**src/hdl/chol_sqrt.sv**
```systemverilog
`timescale 1ns / 1ps
`default_nettype none
// ----------------------------------------------------------------------------
// chol_sqrt
// bit-serial integer square root, one root bit per cycle
// ----------------------------------------------------------------------------
module chol_sqrt #(
	parameter int ROOT_W = 32
) (
	input  wire logic                  clk,
	input  wire logic                  arst_n,
	input  wire logic                  start,
	input  wire logic [2*ROOT_W-1:0]   radicand,
	output logic                       done,
	output logic      [ROOT_W-1:0]     root
);

	localparam int REM_W = ROOT_W + 2;
	localparam int CNT_W = $clog2(ROOT_W + 1);

	logic [2*ROOT_W-1:0] x_q;
	logic [REM_W-1:0]    rem_q;
	logic [ROOT_W-1:0]   root_q;
	logic [CNT_W-1:0]    cnt_q;
	logic                done_q;

	logic [REM_W+1:0]    rem_sh;
	logic [REM_W+1:0]    trial;
	logic                fits;

	assign rem_sh = {rem_q, x_q[2*ROOT_W-1 -: 2]};
	assign trial  = (REM_W+2)'({root_q, 2'b01});
	assign fits   = (rem_sh >= trial);

	always_ff @(posedge clk or negedge arst_n) begin
		if (!arst_n) begin
			cnt_q  <= '0;
			done_q <= 1'b0;
		end else begin
			done_q <= 1'b0;
			if (start) begin
				cnt_q <= CNT_W'(ROOT_W);
			end else if (cnt_q != '0) begin
				cnt_q <= cnt_q - 1'b1;
				if (cnt_q == CNT_W'(1)) begin
					done_q <= 1'b1;
				end
			end
		end
	end

	always_ff @(posedge clk) begin
		if (start) begin
			x_q    <= radicand;
			rem_q  <= '0;
			root_q <= '0;
		end else if (cnt_q != '0) begin
			x_q <= {x_q[2*ROOT_W-3:0], 2'b00};
			if (fits) begin
				rem_q  <= REM_W'(rem_sh - trial);
				root_q <= {root_q[ROOT_W-2:0], 1'b1};
			end else begin
				rem_q  <= rem_sh[REM_W-1:0];
				root_q <= {root_q[ROOT_W-2:0], 1'b0};
			end
		end
	end

	assign done = done_q;
	assign root = root_q;

endmodule
`default_nettype wire

```
**config.mk**
```make
export PLATFORM = sky130hd
export DESIGN_NAME = chol_sqrt
export DESIGN_NICKNAME = d
export VERILOG_FILES = /design/src/hdl/chol_sqrt.sv
export SDC_FILE = /design/constraint.sdc
export NUM_CORES = 1
export LEC_CHECK = 0
export ABC_AREA = 0
export BUFFER_PORTS_ARGS = -buffer_cell sky130_fd_sc_hd__buf_2
export CAP_MARGIN = 0
export CORE_UTILIZATION = 60
export CTS_CLUSTER_SIZE = 10
export DETAILED_ROUTE_END_ITERATION = 8
export GPL_ROUTABILITY_DRIVEN = 0
export PLACE_DENSITY = 0.79
export SLEW_MARGIN = 20
export SYNTH_ARGS = -nofsm -noshare
export SYNTH_HDL_FRONTEND = slang
export SYNTH_SLANG_ARGS = --single-unit
```
**constraint.sdc**
```tcl
create_clock -name clk -period 7.6 [get_ports clk]
set_input_delay 0.76 -clock clk [delete_from_list [all_inputs] [get_ports clk]]
set_output_delay 0.76 -clock clk [all_outputs]
set_load 0.005 [all_outputs]
```
==> impl_metrics.toml <==
[yosys]
syn_avg_cell_area_um2 = 10.5
ys_seq_area_share_pct = 47.0
synthDistinctLibCells = 59
synth_top_area_share_pct = 26.4
synth_nets = 795
yosys_most_used_dff = "dfxtp_1"
synthArstFlopShare_pct = 5.11
yosysTopAreaCell = "edfxtp_1"
syn_inst = 692
yosysWarningCount = 0
ys_ff_latch = 137
synth_area_leaders = "edfxtp_1 26%, dfxtp_1 18%, mux2_2 9.6%"
synth_edf_count = 64
netlist_area_um2 = 7270

[floorplan]
fp.dieH_um = 112
rows = 39
initial_utilization_pct = 62.6
ios = 100
die-area_um2 = 12600
die_w_um = 112
core_region_area_um2 = 11600

[timing]
slew_violations = 0
tightest_slew_ns = 0.815
setup_violations = 0
rsz0062_at_grt = "false"
slew_headroom_pct = 45.6
fin_tns_setup_ns = 0
fmaxAchievable_mhz = 278
fin_crit_sh_pct = 47.4
clock_skew_ns = 0.00909
hold_viol = 0
layout_min_cycle_time_ns = 3.60

[global_routing]
grt_max_degree = 72
grt_pass1_wl_mm = 26.6
antenna_found_initial = 0
grt_pass1_vias = 5485
track_usage_pct = 27.0
gr-total-overflow = 0

[layout]
diodes = 0
final_util_pct = 72.9
layout.cells.most_common = "buf_2"
drive_gt1_share_pct = 26.1
area_growth_pct = 16.5
layout_common_cells = "99 x buf_2, 66 x dfxtp_1, 64 x edfxtp_1, 62 x mux2_2, 45 x inv_1"
final_nets = 880

[setup_path]
ff2ff_setup_slack_ns = 4.00
endpoint_kind = "flop"
cp-start-kind = "flop"
crit_required_ns = 7.88
critPathKind = "flop to flop"
worstPathArrival_ns = 3.88
path_max_fanout = 25
timing.reg2reg.worst_path_depth = 11

[clock_network]
post_cts_buffers = 0
clockBufferDepth = 2
clockRootBuffer = "clkbuf_16"
clk_pin_slew_worst_paths_ns = 0.06
h-tree-depth = 4
worstSkewPairLatency_ns = 0.43
cts_tree = "built"
cts-resized-gates = 0
hold_buffers = 0
cts_sinks = 137
cts_inserted_buffers = 17

[outcome]
violations = "design-rule violations"
outcome = "complete, but fails checks"

[placed_design]
hpwlAfterDp_mm = 10.5
portBuffers = 99

[job]
cap_violations = 0

[route]
via_per_inst = 5.90
dr.pass1.iters = 7
drt_iter0_drc = 443
via_count = 5508
post_drt_wl_per_cell_um = 16.8
wirelength_mm = 15.7
drc = 6
antenna_left = 0

[power]
pwr_density_cell_nw_per_um2 = 424
p_leak_nw = 3.51
irDropWorstVdd_mv = 0.201

[hold_path]
hold_class = "primary input to async pin"
## power by group
group | internal [mW] | switching (mW)
Sequential | 0.963 | 0.0959
Clock | 0.593 | 0.319
Combinational | 0.691 | 0.924
## synth_stat cells (all sizes together), types with 2 or more instances
cell	number
a211oi	3
a21boi	2
a21o	14
a21oi	38
a31oi	7
a32oi	13
a41oi	2
and2	6
and3	4
and3b	2
and4	3
buf	10
clkbuf	28
dfrtp	7
dfxtp	66
edfxtp	64
ha	36
inv	46
mux2	62
mux2i	18
nand2	44
nand2b	8
nand3	10
nand3b	3
nand4	5
nor2	28
nor2b	4
nor3	7
nor4	2
o211ai	9
o21a	2
o21ai	56
o21bai	4
o22ai	33
o31ai	3
o41ai	2
xnor2	20
xor2	14
## per-layer routing
metal  global-route usage (%)  wire length [um]  up-vias
met5                        0                 0        -
met4                     10.6               233        0
met3                     8.10               910       18
met2                     43.9              7630      162
met1                     33.8              6910     2600
li1                         -                 -     2728
## registers in the layout, indices dropped and copies added, names as in the netlist
register,cells
root,32
x_q,64
cnt_q,6
rem_q,34
done,1
## metrics by stage
step	setup WS [ns]	instances	hold WS (ns)	area, um2	power, mW
after floorplan	3.72	692	0.434	7270	2.35
after global placement	4.02	901	0.447	7810	2.59
after detailed placement	3.94	901	0.453	7810	2.64
after CTS	4.03	933	0.151	8460	3.58
after global routing	3.79	933	0.153	8470	3.83
final	4.00	933	0.154	8470	3.59
## cells by family after synthesis
family | count (synthesis) | synth area share [%]
multiplexers | 80 | 12.1
adder cells (fa/ha/maj) | 36 | 6.20
AO/OA/AOI/OAI | 193 | 17.0
flip-flops | 137 | 47.0
buffers and inverters | 84 | 4.99
XOR/XNOR | 34 | 4.10
AND/OR/NAND/NOR | 128 | 8.62
## worst paths after layout
kind / end / start
worst max register to register: rem_q[33] / root[24]
worst min-delay path: cnt_q[5] / arst_n
max in group asynchronous: cnt_q[0] / arst_n
worst min register to register: rem_q[32] / rem_q[32]
worst max-delay path: rem_q[33] / root[24]
min in group clk: rem_q[32] / rem_q[32]
## final cells by class
class                      instances  area [um2]
clock buffer                      18         439
timing repair buffer             104         533
multi-input combinational        471        3510
clock inverter                    14         215
sequential                       137        3420
inverter                          46         174
tap                              143         179
fill                             860        3150
## worst max-delay path, cell delays in order (launching register included)
cell and delay [ns]:
dfxtp_1 0.33, inv_1 0.07, ha_1 0.39, and2_1 0.22
and3_4 0.21, a221o_1 0.33, a31oi_4 0.19, nand3_2 0.12
a41oi_4 0.48, buf_4 0.45, nand2b_1 0.48, o21ai_0 0.18
Power figures use the tool's default switching activity.
