===== src/hdl/chol_ram.sv =====
`timescale 1ns / 1ps
`default_nettype none
// ----------------------------------------------------------------------------
// chol_ram
// simple dual-port synchronous ram, one write and one registered read
// ----------------------------------------------------------------------------
module chol_ram #(
	parameter int DEPTH = 36,
	parameter int WIDTH = 32,
	parameter int AW    = 6
) (
	input  wire logic             clk,
	input  wire logic             wr_en,
	input  wire logic [AW-1:0]    wr_addr,
	input  wire logic [WIDTH-1:0] wr_data,
	input  wire logic [AW-1:0]    rd_addr,
	output logic      [WIDTH-1:0] rd_data
);

	logic [WIDTH-1:0] mem [DEPTH];

	always_ff @(posedge clk) begin
		if (wr_en) begin
			mem[wr_addr] <= wr_data;
		end
	end

	always_ff @(posedge clk) begin
		rd_data <= mem[rd_addr];
	end

endmodule
`default_nettype wire


===== config.mk =====
export PLATFORM = sky130hd
export DESIGN_NAME = chol_ram
export DESIGN_NICKNAME = d
export VERILOG_FILES = /design/src/hdl/chol_ram.sv
export SDC_FILE = /design/constraint.sdc
export NUM_CORES = 1
export LEC_CHECK = 0
export BUFFER_PORTS_ARGS = -buffer_cell sky130_fd_sc_hd__buf_4
export CAP_MARGIN = 0
export CORE_MARGIN = 1
export CORE_UTILIZATION = 50
export DETAILED_ROUTE_END_ITERATION = 16
export HOLD_SLACK_MARGIN = 0.03
export PLACE_DENSITY_LB_ADDON = 0.1
export SYNTH_ARGS = -nofsm -noshare
export SYNTH_HDL_FRONTEND = slang
export SYNTH_SLANG_ARGS = --single-unit

===== constraint.sdc =====
create_clock -name clk -period 5.1 [get_ports clk]
set_clock_uncertainty 0.1 [all_clocks]
set_input_delay 1.02 -clock clk [delete_from_list [all_inputs] [get_ports clk]]
set_output_delay 1.02 -clock clk [all_outputs]
set_load 0.01 [all_outputs]

==> results.md <==
Clock network:
- The TritonCTS clock tree is built.
- Clock-pin slew was measured on the worst setup and hold paths at 0.06 ns.
- The post-CTS setup repair buffer count is 0.
- The number of buffers added by the clock tree synthesis step is 117.
- The clock drives 1184 sinks.
- The later pin in the worst-skew pair is clocked with a latency of between 0.6 and 0.7 ns.
- The number of hold-repair buffers added at the cts stage is 0.
- Once the clock tree was built, the resizer swapped 0 gates to a different size.
- Counting along the longest clock path gives a buffer depth of 3.
- CTS built an H-tree with a depth of 3.
- The cell at the root of the clock tree is sky130_fd_sc_hd__clkbuf_16.

Pwr:
- Of the total power, the clock network draws 41.8%.
- The maximum VDD drop is roughly 300 µV.
- For this design the static power due to leakage is 17.8 nW.
- Net switching is around a fifth of the power.
- The combinational power share is 5.1%.
- The switching power is between 4 and 5 mW.
- The total power per unit cell area is 390 nW/µm².
- Cell internal power was estimated by the tool at roughly 16 mW.
- Of the total power, registers draw 53.2%.
- The completed layout was analyzed and its total power is 20.3 mW.

Placement:
- At the end of routability-driven placement, the weighted congestion stood at 0.779.
- Summed over all nets, the half-perimeter wirelength after detailed placement is 64400 µm.
- The area after detailed placement is about 48000 µm².
- OpenSTA, run right after detailed placement, puts the worst setup slack at between 1 and 1.5 ns.
- Input and output buffers added on the ports amount to 77.

Logic synthesis:
- After synthesis the netlist holds a flip-flop and latch count of 1184.
- Averaged over all synthesized cells, the footprint is 19.5 µm².
- The sequential area share after synthesis is 77.1%.
- The net count after synthesis is between 2000 and 2500.
- Yosys mapped a number of flops with a built-in enable equal to between 1000 and 1500.
- The synthesized netlist occupies a cell area of 45700 µm².
- The async set or reset register ratio after synthesis is 0%.
- The dominant synthesized flop cell is sky130_fd_sc_hd__edfxtp_1.
- In this run, distinct cell masters in the synthesized netlist total 28.
- The synthesized instance count is between 2000 and 2500.
- For this run, the number of Yosys warnings is 0.

Floorplanning:
- The area of the core is ~90000 µm².
- The effective utilization at floorplan is 50.6%.
- The die boundary height is 304 µm.
- The die covers 92700 µm².
- Measured along the x axis, the die boundary spans 304 µm.
- The number of standard-cell rows in the floorplan is 110.
- ~80 I/O pins were placed.

Timing:
- Subtracting the final worst setup slack from the clock period gives 3.14 ns.
- Summed over all failing endpoints, the final setup total negative slack is 0 ns.
- The number of failing setup endpoints in the final timing report is 0.
- The final cycle utilization of the critical path is 61.6%.
- The final worst-path setup slack is between 1.5 and 2 ns.
- Based on the critical path, the design can be clocked at up to ~0.32 GHz.
- The number of endpoints with negative hold slack in the final report is 0.
- The headroom to the max-slew limit is 35.2%.
- Setup repair after global routing left no endpoint under its margin.
- The final max-slew violation count is 0.
- The actual transition at the worst max-transition pin is a little under 1 ns.

Global route:
- The total overflow left after global routing is 0.
- Entering global routing, the biggest net connects about 70 pins.
- The global-route usage over all layers is between 20% and 30%.
- The wire length of the first global-routing pass is 167000 µm.
- The via count of the first global-routing pass is 22800.
- The initial antenna violation count is 3.

Status:
- The run finished with clean final reports.

Cells and area:
- The number of inserted diodes is 0.
- Cells fill 57.7% of the core in the end.
- Compared with the post-synthesis result, the final layout area differs by 14.0%.
- With fillers left out, the area of the finished cells amounts to between 50000 and 60000 µm².
- The number of nets in the final layout is 2530.
- In the final layout, the share of cells above drive strength 1 is 19.1%.

Worst setup path:
- For the worst setup path, the data required time is 5.56 ns.
- The kind of capture point of the worst setup path is a register.
- The class of the most critical setup path is input pin to register.
- The arrival time of the worst setup path is roughly 3.6 ns.
- The maximum fanout along the worst path is 36.
- The element type at the critical path start is an input pin.

Drt:
- The number of optimization iterations in the first detailed-route pass is 5.
- In the final routed layout, each cell accounts on average for 31.6 µm.
- The detailed-route via count is 23200.
- The DRC violation count after routing is 0.
- Once detail routing completed, the nets flagged for antenna violations numbered 0.
- The final layout contains routed wiring with a total length of between 100000 and 150000 µm.
- Dividing the detail-routed via count by the number of cells gives about 6.2.
- After the first detailed-routing iteration, the DRC count stood at 2412.

Hold path:
- The path class of the lowest-slack min-delay path is register to register.

Run:
- Max-cap violations in this run came to 0.
-- through the flow --
stage	hold WS, ns	cells
3_5_place_dp	0.557	3541
4_1_cts	0.575	3761
3_3_place_gp	0.550	3541
5_1_grt	0.596	3761
6_report	0.570	3761
2_1_floorplan	0.529	2345
-- registers in the layout (all words and copies together) (netlist names) --
name,count
rd_data,32
mem,1152
-- synth_stat cells (all sizes together), types with 2 or more instances --
library cell     n  area share (%)
buf             79             1.2
a22o            64             1.2
nand3            3           0.033
or3b             2           0.038
o22ai           32            0.44
a21oi           64            0.70
edfxtp        1152              76
nand2b           2           0.027
mux2i          512              11
o41ai           32             1.1
nand2           35            0.29
mux4            32             1.6
nor2b            3           0.041
clkbuf          62            0.54
a221oi          64             1.9
a22oi          128             2.1
nand3b           5           0.082
dfxtp           32             1.4
nor2            39            0.32
-- layout by cell type, fill, tap and decap left out, drive strengths merged, types with 32 or more instances in the layout --
cell    synthesis  final
nand2          35     35
edfxtp       1152   1152
a221oi         64     64
dfxtp          32     32
mux4           32     32
a21oi          64     64
buf            79    161
o41ai          32     32
clkbuf         62    165
a22o           64     64
a22oi         128    128
mux2i         512    512
o22ai          32     32
nor2           39     39
clkinv          0     42
-- worst max-delay path: stages --
cell	delay (ns)
sky130_fd_sc_hd__buf_4	0.59
sky130_fd_sc_hd__nor2b_4	0.72
sky130_fd_sc_hd__buf_4	0.56
sky130_fd_sc_hd__a22oi_1	0.14
sky130_fd_sc_hd__a21oi_1	0.37
sky130_fd_sc_hd__o41ai_2	0.13
-- cell families (layout without fill, tap and decap cells) --
| logic type | count (synthesis) | count (layout) | share of synthesized area [%] |
|---|---|---|---|
| buffers and inverters | 141 | 381 | 1.76 |
| flip-flops | 1184 | 1184 | 77.1 |
| AO/OA/AOI/OAI | 384 | 384 | 7.53 |
| AND/OR/NAND/NOR | 92 | 92 | 0.870 |
| multiplexers | 544 | 544 | 12.8 |
-- metal layers --
| metal | track usage, % | part of all wire [%] | vias up |
|---|---|---|---|
| li1 | - | - | 9942 |
| met1 | 37.1 | 44 | 12300 |
| met2 | 39.9 | 47 | 785 |
| met3 | 4.38 | 6.4 | 191 |
| met4 | 7.38 | 2.6 | 2 |
| met5 | 0 | 0.011 | - |
-- power groups by stage --
stage | clock network, mW | logic [mW] | registers, mW
after CTS | 8.62 | 1.03 | 10.8
final | 8.49 | 1.03 | 10.8
after floorplan | 0 | 0.588 | 11.0
after global placement | 0 | 1.01 | 11.0
after detailed placement | 0 | 1.03 | 11.0
after global routing | 8.99 | 1.09 | 10.8
-- worst paths after layout --
| kind | startpoint | endpoint | slack (ns) | cells after the start |
|---|---|---|---|---|
| worst max-delay path | rd_addr[1] | rd_data[27]$_DFF_P_ | 1.96 | 6 |
| worst min-delay path | mem[34][12]$_DFFE_PP_ | rd_data[12]$_DFF_P_ | 0.57 | 3 |
| worst max register to register | mem[13][28]$_DFFE_PP_ | rd_data[28]$_DFF_P_ | 3.35 | 5 |
| worst min register to register | mem[34][12]$_DFFE_PP_ | rd_data[12]$_DFF_P_ | 0.57 | 3 |
-- cell type report --
class                   count  area, µm²
fillers                  6704      38200
flip-flops and latches   1184      35200
multi-input cells        1020       9990
clock buffers             165       3330
repair buffers            161       1590
well taps                1176       1470
clock inverters            55        488
Power figures use the tool's default switching activity.
