**src/hdl/chol_div.sv**
```systemverilog
`timescale 1ns / 1ps
`default_nettype none
// ----------------------------------------------------------------------------
// chol_div
// restoring signed divider, truncating, saturated to the data width
// ----------------------------------------------------------------------------
module chol_div #(
	parameter int NUM_W = 56,
	parameter int DEN_W = 32
) (
	input  wire logic                     clk,
	input  wire logic                     arst_n,
	input  wire logic                     start,
	input  wire logic signed [NUM_W-1:0]  num,
	input  wire logic signed [DEN_W-1:0]  den,
	output logic                          done,
	output logic signed      [DEN_W-1:0]  quot
);

	localparam int CNT_W = $clog2(NUM_W + 1);

	logic [NUM_W-1:0] q_q;
	logic [DEN_W-1:0] rem_q;
	logic [DEN_W-1:0] den_q;
	logic             neg_q;
	logic [CNT_W-1:0] cnt_q;
	logic             done_q;

	logic [DEN_W:0]   rem_sh;
	logic             fits;
	logic [NUM_W:0]   max_pos;
	logic [NUM_W:0]   max_neg;

	assign rem_sh  = {rem_q, q_q[NUM_W-1]};
	assign fits    = (rem_sh >= {1'b0, den_q});
	assign max_pos = (NUM_W+1)'({1'b0, {(DEN_W-1){1'b1}}});
	assign max_neg = (NUM_W+1)'({1'b1, {(DEN_W-1){1'b0}}});

	always_ff @(posedge clk or negedge arst_n) begin
		if (!arst_n) begin
			cnt_q  <= '0;
			done_q <= 1'b0;
		end else begin
			done_q <= 1'b0;
			if (start) begin
				cnt_q <= CNT_W'(NUM_W);
			end else if (cnt_q != '0) begin
				cnt_q <= cnt_q - 1'b1;
				if (cnt_q == CNT_W'(1)) begin
					done_q <= 1'b1;
				end
			end
		end
	end

	always_ff @(posedge clk) begin
		if (start) begin
			q_q   <= num[NUM_W-1] ? NUM_W'(-num) : NUM_W'(num);
			den_q <= den[DEN_W-1] ? DEN_W'(-den) : DEN_W'(den);
			neg_q <= num[NUM_W-1] ^ den[DEN_W-1];
			rem_q <= '0;
		end else if (cnt_q != '0) begin
			q_q <= {q_q[NUM_W-2:0], fits};
			if (fits) begin
				rem_q <= DEN_W'(rem_sh - {1'b0, den_q});
			end else begin
				rem_q <= rem_sh[DEN_W-1:0];
			end
		end
	end

	always_comb begin
		if (neg_q) begin
			if ({1'b0, q_q} > max_neg) begin
				quot = {1'b1, {(DEN_W-1){1'b0}}};
			end else begin
				quot = DEN_W'(-q_q);
			end
		end else begin
			if ({1'b0, q_q} > max_pos) begin
				quot = {1'b0, {(DEN_W-1){1'b1}}};
			end else begin
				quot = q_q[DEN_W-1:0];
			end
		end
	end

	assign done = done_q;

endmodule
`default_nettype wire

```
**config.mk**
```make
export PLATFORM = sky130hd
export DESIGN_NAME = chol_div
export DESIGN_NICKNAME = d
export VERILOG_FILES = /design/src/hdl/chol_div.sv
export SDC_FILE = /design/constraint.sdc
export NUM_CORES = 1
export LEC_CHECK = 0
export BUFFER_PORTS_ARGS = -buffer_cell sky130_fd_sc_hd__buf_2
export CAP_MARGIN = 20
export CORE_UTILIZATION = 59
export CTS_CLUSTER_SIZE = 24
export DETAILED_ROUTE_END_ITERATION = 10
export GPL_TIMING_DRIVEN = 1
export PLACE_DENSITY = 0.92
export SYNTH_ARGS = -nofsm -noshare
export SYNTH_HDL_FRONTEND = slang
export SYNTH_SLANG_ARGS = --single-unit
```
**constraint.sdc**
```tcl
create_clock -name clk -period 5.15 [get_ports clk]
set_clock_uncertainty 0.1 [all_clocks]
set_input_delay 0.7725 -clock clk [delete_from_list [all_inputs] [get_ports clk]]
set_output_delay 0.7725 -clock clk [all_outputs]
set_load 0.1 [all_outputs]
```
==> results of run 1 <==
## metrics by stage
step / power [mW] / cell area, um^2 / setup TNS, ps
5_1_grt: 4.14 / 11100 / -261
4_1_cts: 3.93 / 11100 / 0
2_1_floorplan: 2.41 / 9670 / -4640
3_5_place_dp: 2.74 / 10500 / 0
3_3_place_gp: 2.70 / 10500 / 0
6_report: 3.95 / 11100 / 0
## worst max-delay path: stages (launching register included)
cell       delay (ps)
edfxtp_1          430
inv_1             100
ha_1              200
or3b_2            480
nand4bb_1         220
buf_4             180
nor4b_2           430
nand3_1           140
o21ai_0           180
nand2_1            70
buf_4             200
inv_1             140
nand2_1           190
o311ai_1          480
buf_12            240
## state kept, by name, summed over array words and instances (netlist names)
| register | flops |
|---|---|
| den_q | 32 |
| done | 1 |
| cnt_q | 6 |
| q_q | 56 |
| neg_q | 1 |
| rem_q | 32 |
## cell families after synthesis
| kind of cell | count (synthesis) |
|---|---|
| multiplexers | 5 |
| AND/OR/NAND/NOR | 425 |
| XOR/XNOR | 111 |
| flip-flops | 128 |
| AO/OA/AOI/OAI | 343 |
| buffers and inverters | 113 |
| adder cells (fa/ha/maj) | 38 |
## cell type report
type	instances	area, um^2
clock inverter	13	140
timing repair buffer	132	785
sequential	128	3490
fill	1188	4750
inverter	60	225
multi-input combinational	922	5780
tap	216	270
clock buffer	19	443
## metal layers
metal  wire (um)  track usage (%)  share of wire (%)
met5           0                0                  0
met4         531             10.7                2.2
met3        1800             5.78                7.3
met2       11600             48.5                 47
met1       10600             38.1                 43
## report_power, final
| group | switching [mW] | internal (mW) | total [mW] |
|---|---|---|---|
| clock | 0.457 | 0.723 | 1.18 |
| combinational | 0.873 | 0.487 | 1.36 |
| sequential | 0.141 | 1.27 | 1.41 |
## synth_stat cells (all sizes together), types with 10 or more instances
library cell,count,share of area (%)
dfxtp,32,6.6
a21oi,131,6.8
nor4,11,0.87
nand3,28,1.5
nor3,24,1.2
or3,23,1.6
a211oi,14,1.1
a311oi,18,1.6
xnor2,50,4.5
o21ai,55,2.9
or4,13,1.1
nand2,138,5.4
a21o,21,1.6
ha,37,4.8
edfxtp,89,28
o31ai,32,2.5
o41ai,16,1.5
nor2b,11,0.71
clkbuf,50,1.9
inv,60,2.3
or2,10,0.68
nor2,128,5.0
o21a,10,0.78
xor2,61,5.5
## repair_timing
item,4_1_cts,5_1_grt
resized for setup,0,6
hold buffers,0,0
endpoints found under the setup margin,0,29
## path summary, 6_finish.rpt
check	startpoint	to	slack, ps	depth (start not counted)
min reg2reg	rem_q[7]$_SDFFE_PP0P_	rem_q[8]$_SDFFE_PP0P_	400	2
min in group clk	rem_q[7]$_SDFFE_PP0P_	rem_q[8]$_SDFFE_PP0P_	400	2
min	arst_n	cnt_q[0]$_DFFE_PN0P_	90	1
max	q_q[0]$_DFFE_PP_	quot[24]	180	14
max in group asynchronous	arst_n	cnt_q[3]$_DFFE_PN0P_	4690	1
max reg2reg	den_q[9]$_DFFE_PP_	q_q[0]$_DFFE_PP_	1310	12
==> summary.md, run 1 <==
| Metric | Value |
|---|---|
| Post-Synth Adder-Cell Area | 5.01% |
| Final #Nets | 1390 |
| Xor and xnor area share after synthesis | 10.1% |
| Startpoint types | flop |
| DRT iter0 DRCs | 796 |
| Detailed-route wire length | 24600 um |
| Final setup vio count | 0 |
| Die area | 16800 um^2 |
| Hold slack final | 93.5 ps |
| Initial antenna violation count | 0 |
| ANT cells | 0 |
| TritonCTS clock tree | yes |
| Initial Util | 60.6% |
| Core Area | 15900 um^2 |
| Io pins | 124 |
| Clock root cell | clkbuf_16 |
| F_max | 0.201 GHz |
| CTS H-Tree Depth | 4 |
| Placer congestion estimate | 0.927 |
| CTS max path bufs | 2 |
| Vias per inst | 6.17 |
| Detailed Routing Iterations Pass 1 | 6 |
| Layout cell share with drive strength beyond 1 | 15.6% |
| Final cycle utilization of the critical path | 96.6% |
| Outcome | finished, final reports clean |
| Placement Setup Slack | 466 ps |
| Slew Limit Fails | 0 |
| Mux share of post-synthesis cell area | 0.571% |
| Via count | 9190 |
| Synth Cell Area | 9630 um^2 |
| CTS Buf Count | 17 |
| Number of global-route vias before repair | 8148 |
| IO buf count | 123 |
| Worst Hold Class | in -> async |
| Critical Path AT | 4100 ps |
| Global-route wire length before repair | 39000 um |
| Pin count of the biggest net entering global routing | 101 |
| Final non-filler cell total | 1490 |
| Flops & latches, synth | 128 |
| Max-cap violations | 0 |
| Clock transition at path regs | 60 ps |
| EDFF count, synth | 89 |
| Leak | 4.49 nW |
| Unrepaired setup endpoints after global routing | true |
| Antenna viol nets, final | 0 |
| DRC viols | 0 |
| Post-CTS Setup Bufs | 0 |
| Post-Syn Nets | 1292 |
| GRT Overall Usage | 29.3% |
| Final Worst Setup Slack | 177 ps |
| Num rows | 46 |
| Clk sinks | 128 |
| Pwr Density | 355 nW/um^2 |
| Fin crit period | 4970 ps |
| Worst slew pin tran | 941 ps |
| Most frequent cells in the layout | nand2_1 (138), nor2_1 (128), a21oi_1 (122) |
| Library cells used by synthesis | 66 |
| Final Hold Fails | 0 |
| Post-Synthesis Cells | 1163 |
| Die height | 130 um |
| Final Util | 70.1% |
| Most common cell after layout, fill and taps aside | nand2_1 |
| P&R area growth vs syn | 15.6% |
| Critical path endpoint category | primary output |
| Wire per inst | 16.5 um |
| Worst-Skew Late Latency | 420 ps |
| Seq/Total Area, Yosys | 36.2% |
| Simple logic cell fraction of the synthesized area | 21.0% |
| Post-synthesis compound-gate area fraction | 22.7% |
| Worst-case vdd ir drop | 0.259 mV |
| Dpl cells | 1458 |
| Die X-Extent | 130 um |
| Largest family of logic cells by synthesized area | compound AO/OA/AOI/OAI gates |
| Critical path fanouts, max | 18 |
| Average size of a mapped cell | 8.28 um^2 |
| Relative slew slack | 37.3% |
| Synth warnings | 0 |
| Share of flip-flops with an asynchronous set or reset | 5.47% |
| Remaining global-route overflow | 0 |
| Critical path class | reg -> out |
| Hpwl dp | 17200 um |
| Predominant post-synthesis flop cell | edfxtp_1 |
| Critical Path RT | 4280 ps |
Power figures use the tool's default switching activity.
==> run 2: changes to the inputs <==
--- a/config.mk
+++ b/config.mk
@@ -5,11 +5,11 @@
 export SDC_FILE = /design/constraint.sdc
 export NUM_CORES = 1
 export LEC_CHECK = 0
-export BUFFER_PORTS_ARGS = -buffer_cell sky130_fd_sc_hd__buf_2
 export CAP_MARGIN = 20
-export CORE_UTILIZATION = 59
+export CORE_UTILIZATION = 65
 export CTS_CLUSTER_SIZE = 24
 export DETAILED_ROUTE_END_ITERATION = 10
+export DONT_BUFFER_PORTS = 1
 export GPL_TIMING_DRIVEN = 1
 export PLACE_DENSITY = 0.92
 export SYNTH_ARGS = -nofsm -noshare
==> run 2 against run 1 <==
  * Critical path depth decreased by 1
  * Total power increased by 0.58%
  * Routed wire length increased by 1.4%
  * Cell area decreased by 2.1%
==> summary.md, run 2 (synthesis gave the netlist of run 1 again) <==
| Metric | Value |
|---|---|
| Detailed Routing Iterations Pass 1 | 6 |
| Final cycle utilization of the critical path | 95.4% |
| ANT cells | 0 |
| Clock root cell | clkbuf_16 |
| Final Worst Setup Slack | 235 ps |
| Antenna viol nets, final | 0 |
| Initial antenna violation count | 0 |
| Critical path endpoint category | primary output |
| Critical path fanouts, max | 11 |
| Critical Path AT | 4040 ps |
| Top reg by flops | q_q |
| P&R area growth vs syn | 13.2% |
| Vias per inst | 6.59 |
| Wire per inst | 18.2 um |
| Number of flip-flops in the largest register | 56 |
| Relative slew slack | 32.2% |
| Worst slew pin tran | 1010 ps |
| Placement Setup Slack | 357 ps |
| Die X-Extent | 124 um |
| GRT Overall Usage | 32.7% |
| Layout cell share with drive strength beyond 1 | 10.3% |
| Most common cell after layout, fill and taps aside | nand2_1 |
| Worst-Skew Late Latency | 420 ps |
| Pin count of the biggest net entering global routing | 183 |
| Via count | 9002 |
| DRT iter0 DRCs | 992 |
| Critical path class | reg -> out |
| Detailed-route wire length | 24900 um |
| Worst Hold Class | in -> reg |
| TritonCTS clock tree | yes |
| Top flop regs | q_q: 56 flops, den_q: 32 flops, rem_q: 32 flops |
| Fin crit period | 4920 ps |
| Max-cap violations | 0 |
| Final Hold Fails | 0 |
| Outcome | finished, final reports clean |
| Clock transition at path regs | 60 ps |
| Global-route wire length before repair | 39100 um |
| Hold slack final | 345 ps |
| Core Area | 14500 um^2 |
| Startpoint types | flop |
| F_max | 0.203 GHz |
| Remaining global-route overflow | 0 |
| DRC viols | 0 |
| Initial Util | 66.5% |
| Worst-case vdd ir drop | 0.254 mV |
| Die height | 124 um |
| Clk sinks | 128 |
| Fillcell total | 977 |
| Pwr Density | 364 nW/um^2 |
| Critical Path RT | 4280 ps |
| Most frequent cells in the layout | nand2_1 (137), nor2_1 (128), a21oi_1 (115) |
| Num rows | 44 |
| Placer congestion estimate | 0.930 |
| Slew Limit Fails | 0 |
| Unrepaired setup endpoints after global routing | false |
| Number of global-route vias before repair | 8104 |
| CTS H-Tree Depth | 4 |
| CTS max path bufs | 2 |
| Final setup vio count | 0 |
| Hpwl dp | 17300 um |
| Leak | 4.24 nW |
| CTS Buf Count | 17 |
| Final #Nets | 1299 |
| Io pins | 124 |
| Die area | 15300 um^2 |
| IO buf count | 0 |
==> run 2: cell types whose count changed in the layout (fill, tap and decap cells not counted), sizes merged <==
cell | previous run | this run
buf | 130 | 40
bufinv | 2 | 0
clkbuf | 21 | 28
inv | 60 | 62
dlygate4sd3 | 0 | 1
clkinvlp | 6 | 1
clkinv | 5 | 1
==> run 2: per-layer routing <==
layer  vias to the layer above  global-route usage, %  wire length (um)
met5                         -                      0                 0
met3                        72                   5.77              2120
li1                       4247                      -                 -
met4                         0                   14.5               658
met2                       508                   53.9             12000
met1                      4175                   42.1             10100
==> run 2: worst max-delay path: stages, from the launching register on <==
cell and delay (ps):
edfxtp_1 410, inv_1 110, ha_1 210, or3b_2 500, nand4bb_1 410, nor4b_4 450
nand3_1 140, o21ai_0 170, nand2_1 190, buf_4 240, o41ai_1 310, nand2_1 140
o311ai_4 110, buf_12 210
==> run 2: per-stage QoR <==
step	std cells	util (%)	instance area, um^2	power, mW	setup TNS (ps)
after floorplan	1163	-	9670	2.41	-4640
after global placement	1334	70.8	10200	2.66	0
after detailed placement	1334	70.8	10200	2.70	0
after CTS	1367	75.3	10900	3.95	0
after global routing	1367	75.3	10900	4.15	0
final	1367	75.3	10900	3.97	0
==> run 2: cell type report <==
| cell class | count | area (um^2) | area share [%] |
|---|---|---|---|
| clock inverter | 4 | 28.8 | 0.264 |
| timing repair buffer | 41 | 410 | 3.76 |
| multi-input combinational | 922 | 5920 | 54.3 |
| inverter | 60 | 225 | 2.06 |
| clock buffer | 28 | 602 | 5.52 |
| tap | 184 | 230 | 2.11 |
| sequential | 128 | 3490 | 32.0 |
==> run 2: worst paths after layout <==
path / start / cells past startpoint / slack [ps] / to
min in group asynchronous: arst_n / 1 / 590 / done$_DFF_PN0_
max reg2reg: rem_q[17]$_SDFFE_PP0P_ / 11 / 1180 / rem_q[14]$_SDFFE_PP0P_
max: q_q[0]$_DFFE_PP_ / 13 / 230 / quot[13]
min reg2reg: rem_q[20]$_SDFFE_PP0P_ / 2 / 400 / rem_q[21]$_SDFFE_PP0P_
max in group asynchronous: arst_n / 1 / 4090 / cnt_q[1]$_DFFE_PN0P_
min: den[0] / 0 / 340 / den_q[0]$_DFFE_PP_
==> run 2: repair_timing <==
action / 4_1_cts / 5_1_grt
endpoints found under the hold margin: 7 / 0
gates resized for setup: 1 / 2
pin swaps: 0 / 0
hold buffers: 1 / 0
buffers inserted: 0 / 0
endpoints found under the setup margin: 6 / 6
==> run 2: power by group <==
group          leakage (nW)  internal (mW)  total [mW]  switching (mW)
Clock                 0.310          0.798        1.24           0.443
Sequential             1.23           1.27        1.41           0.143
Combinational          2.70          0.489        1.32           0.831
==> run 3: changes to the inputs <==
--- a/config.mk
+++ b/config.mk
@@ -7,6 +7,7 @@
 export LEC_CHECK = 0
 export CAP_MARGIN = 20
 export CORE_UTILIZATION = 65
+export CTS_BUF_LIST = sky130_fd_sc_hd__clkbuf_4 sky130_fd_sc_hd__clkbuf_8 sky130_fd_sc_hd__clkbuf_16
 export CTS_CLUSTER_SIZE = 24
 export DETAILED_ROUTE_END_ITERATION = 10
 export DONT_BUFFER_PORTS = 1
==> run 3 against run 2 <==
  * Combinational power barely moved
  * Global-route usage about the same
  * Via count about the same
  * Critical path type unchanged
  * Largest cell class unchanged
==> summary.md, run 3 (synthesis gave the netlist of run 1 again) <==
| Metric | Value |
|---|---|
| Outcome | finished, final reports clean |
| Remaining global-route overflow | 0 |
| Io pins | 124 |
| Top flop regs | q_q: 56 flops, den_q: 32 flops, rem_q: 32 flops |
| Hpwl dp | 17300 um |
| Number of flip-flops in the largest register | 56 |
| Total chip power | 3.99 mW |
| Critical Path RT | 4280 ps |
| Layout cell share with drive strength beyond 1 | 10.5% |
| Top reg by flops | q_q |
| Placed cell area | 10200 um^2 |
| Relative slew slack | 32.9% |
| CTS max path bufs | 2 |
| Vias per inst | 6.58 |
| ANT cells | 0 |
| Worst-Skew Late Latency | 430 ps |
| Detailed Routing Iterations Pass 1 | 7 |
| Critical Path AT | 4070 ps |
| Critical path class | reg -> out |
| DRC viols | 0 |
| Pwr Density | 365 nW/um^2 |
| Clock transition at path regs | 60 ps |
| F_max | 0.202 GHz |
| Initial Util | 66.5% |
| Number of global-route vias before repair | 8130 |
| Initial antenna violation count | 0 |
| Wire per inst | 18.3 um |
| Antenna viol nets, final | 0 |
| Leak | 4.25 nW |
| Die height | 124 um |
| Die X-Extent | 124 um |
| Worst-case vdd ir drop | 0.289 mV |
| Die area | 15300 um^2 |
| Fin area | 10900 um^2 |
| R2R Path Start | rem_q[17]$_SDFFE_PP0P_ |
| CTS Buf Count | 17 |
| IO buf count | 0 |
| TritonCTS clock tree | yes |
| Startpoint types | flop |
| Final Util | 75.4% |
| Final #Nets | 1299 |
| Clock root cell | clkbuf_16 |
| Detailed-route wire length | 25000 um |
| Post-CTS Setup Bufs | 0 |
| Hold_sp | den[0] |
| DRT iter0 DRCs | 1011 |
| Hold Crit Depth | 0 |
| Final setup vio count | 0 |
| Max-cap violations | 0 |
| Fin crit period | 4940 ps |
| Critical path fanouts, max | 11 |
| Final cycle utilization of the critical path | 96.0% |
| R2R depth | 11 |
| Most common cell after layout, fill and taps aside | nand2_1 |
| Global-route wire length before repair | 39100 um |
| Num rows | 44 |
| Worst setup path start | q_q[0]$_DFFE_PP_ |
| Pin count of the biggest net entering global routing | 183 |
| Slew Limit Fails | 0 |
| Core Area | 14500 um^2 |
| GRT Overall Usage | 32.7% |
| Critical path endpoint category | primary output |
| Worst slew pin tran | 1000 ps |
| CTS H-Tree Depth | 4 |
| P&R area growth vs syn | 13.3% |
| Via count | 8998 |
| Placer congestion estimate | 0.930 |
| Unrepaired setup endpoints after global routing | false |
| Clk sinks | 128 |
| Worst Hold Class | in -> reg |
| Final Hold Fails | 0 |
| Most frequent cells in the layout | nand2_1 (137), nor2_1 (128), a21oi_1 (115) |
-- run 3: cell counts in the layout (fill, tap and decap cells not counted) --
No cell type changed its count.
-- run 3: worst paths after layout --
path	endpoint	slack, ps
min reg2reg	rem_q[6]$_SDFFE_PP0P_	400
max	quot[13]	210
min	den_q[0]$_DFFE_PP_	340
max in group asynchronous	cnt_q[1]$_DFFE_PN0P_	4100
min in group asynchronous	done$_DFF_PN0_	590
max reg2reg	rem_q[14]$_SDFFE_PP0P_	1190
-- run 3: what timing repair did --
item,4_1_cts,5_1_grt
hold buffers,1,0
endpoints found under the hold margin,7,0
endpoints found under the setup margin,6,6
gates resized for setup,1,2
-- run 3: layer usage --
layer	up-vias	GRT usage [%]	part of all wire, %
met5	-	0	0
met4	0	14.2	2.6
met3	76	5.08	8.4
met2	515	54.3	48
met1	4157	42.2	41
li1	4250	-	-
-- run 3: where the power goes --
part           switching, mW  total [mW]  internal [mW]
clock                  0.449        1.26          0.808
combinational          0.830        1.32          0.489
sequential             0.144        1.41           1.27
total                   1.42        3.99           2.57
-- run 3: critical path, stage by stage (launching register included) --
cell,delay (ps)
edfxtp_1,410
inv_1,110
ha_1,210
or3b_2,500
nand4bb_1,400
nor4b_4,440
nand3_1,140
o21ai_0,170
nand2_1,200
buf_4,240
o41ai_1,340
nand2_1,150
o311ai_4,120
buf_12,210
-- run 3: per-stage QoR --
stage	hold WS (ps)	worst slack, ps	TNS [ps]	cells
2_1_floorplan	349	-730	-4640	1163
3_3_place_gp	359	490	0	1334
3_5_place_dp	365	357	0	1334
4_1_cts	325	93.1	0	1367
5_1_grt	330	46.3	0	1367
6_report	341	208	0	1367
-- run 3: layout make-up --
cell class	count	area (um^2)
Clock buffer	28	609
Fill cell	973	3560
Tap cell	184	230
Sequential cell	128	3490
Inverter	60	225
Multi-Input combinational cell	922	5920
Timing Repair Buffer	41	410
Clock inverter	4	28.8
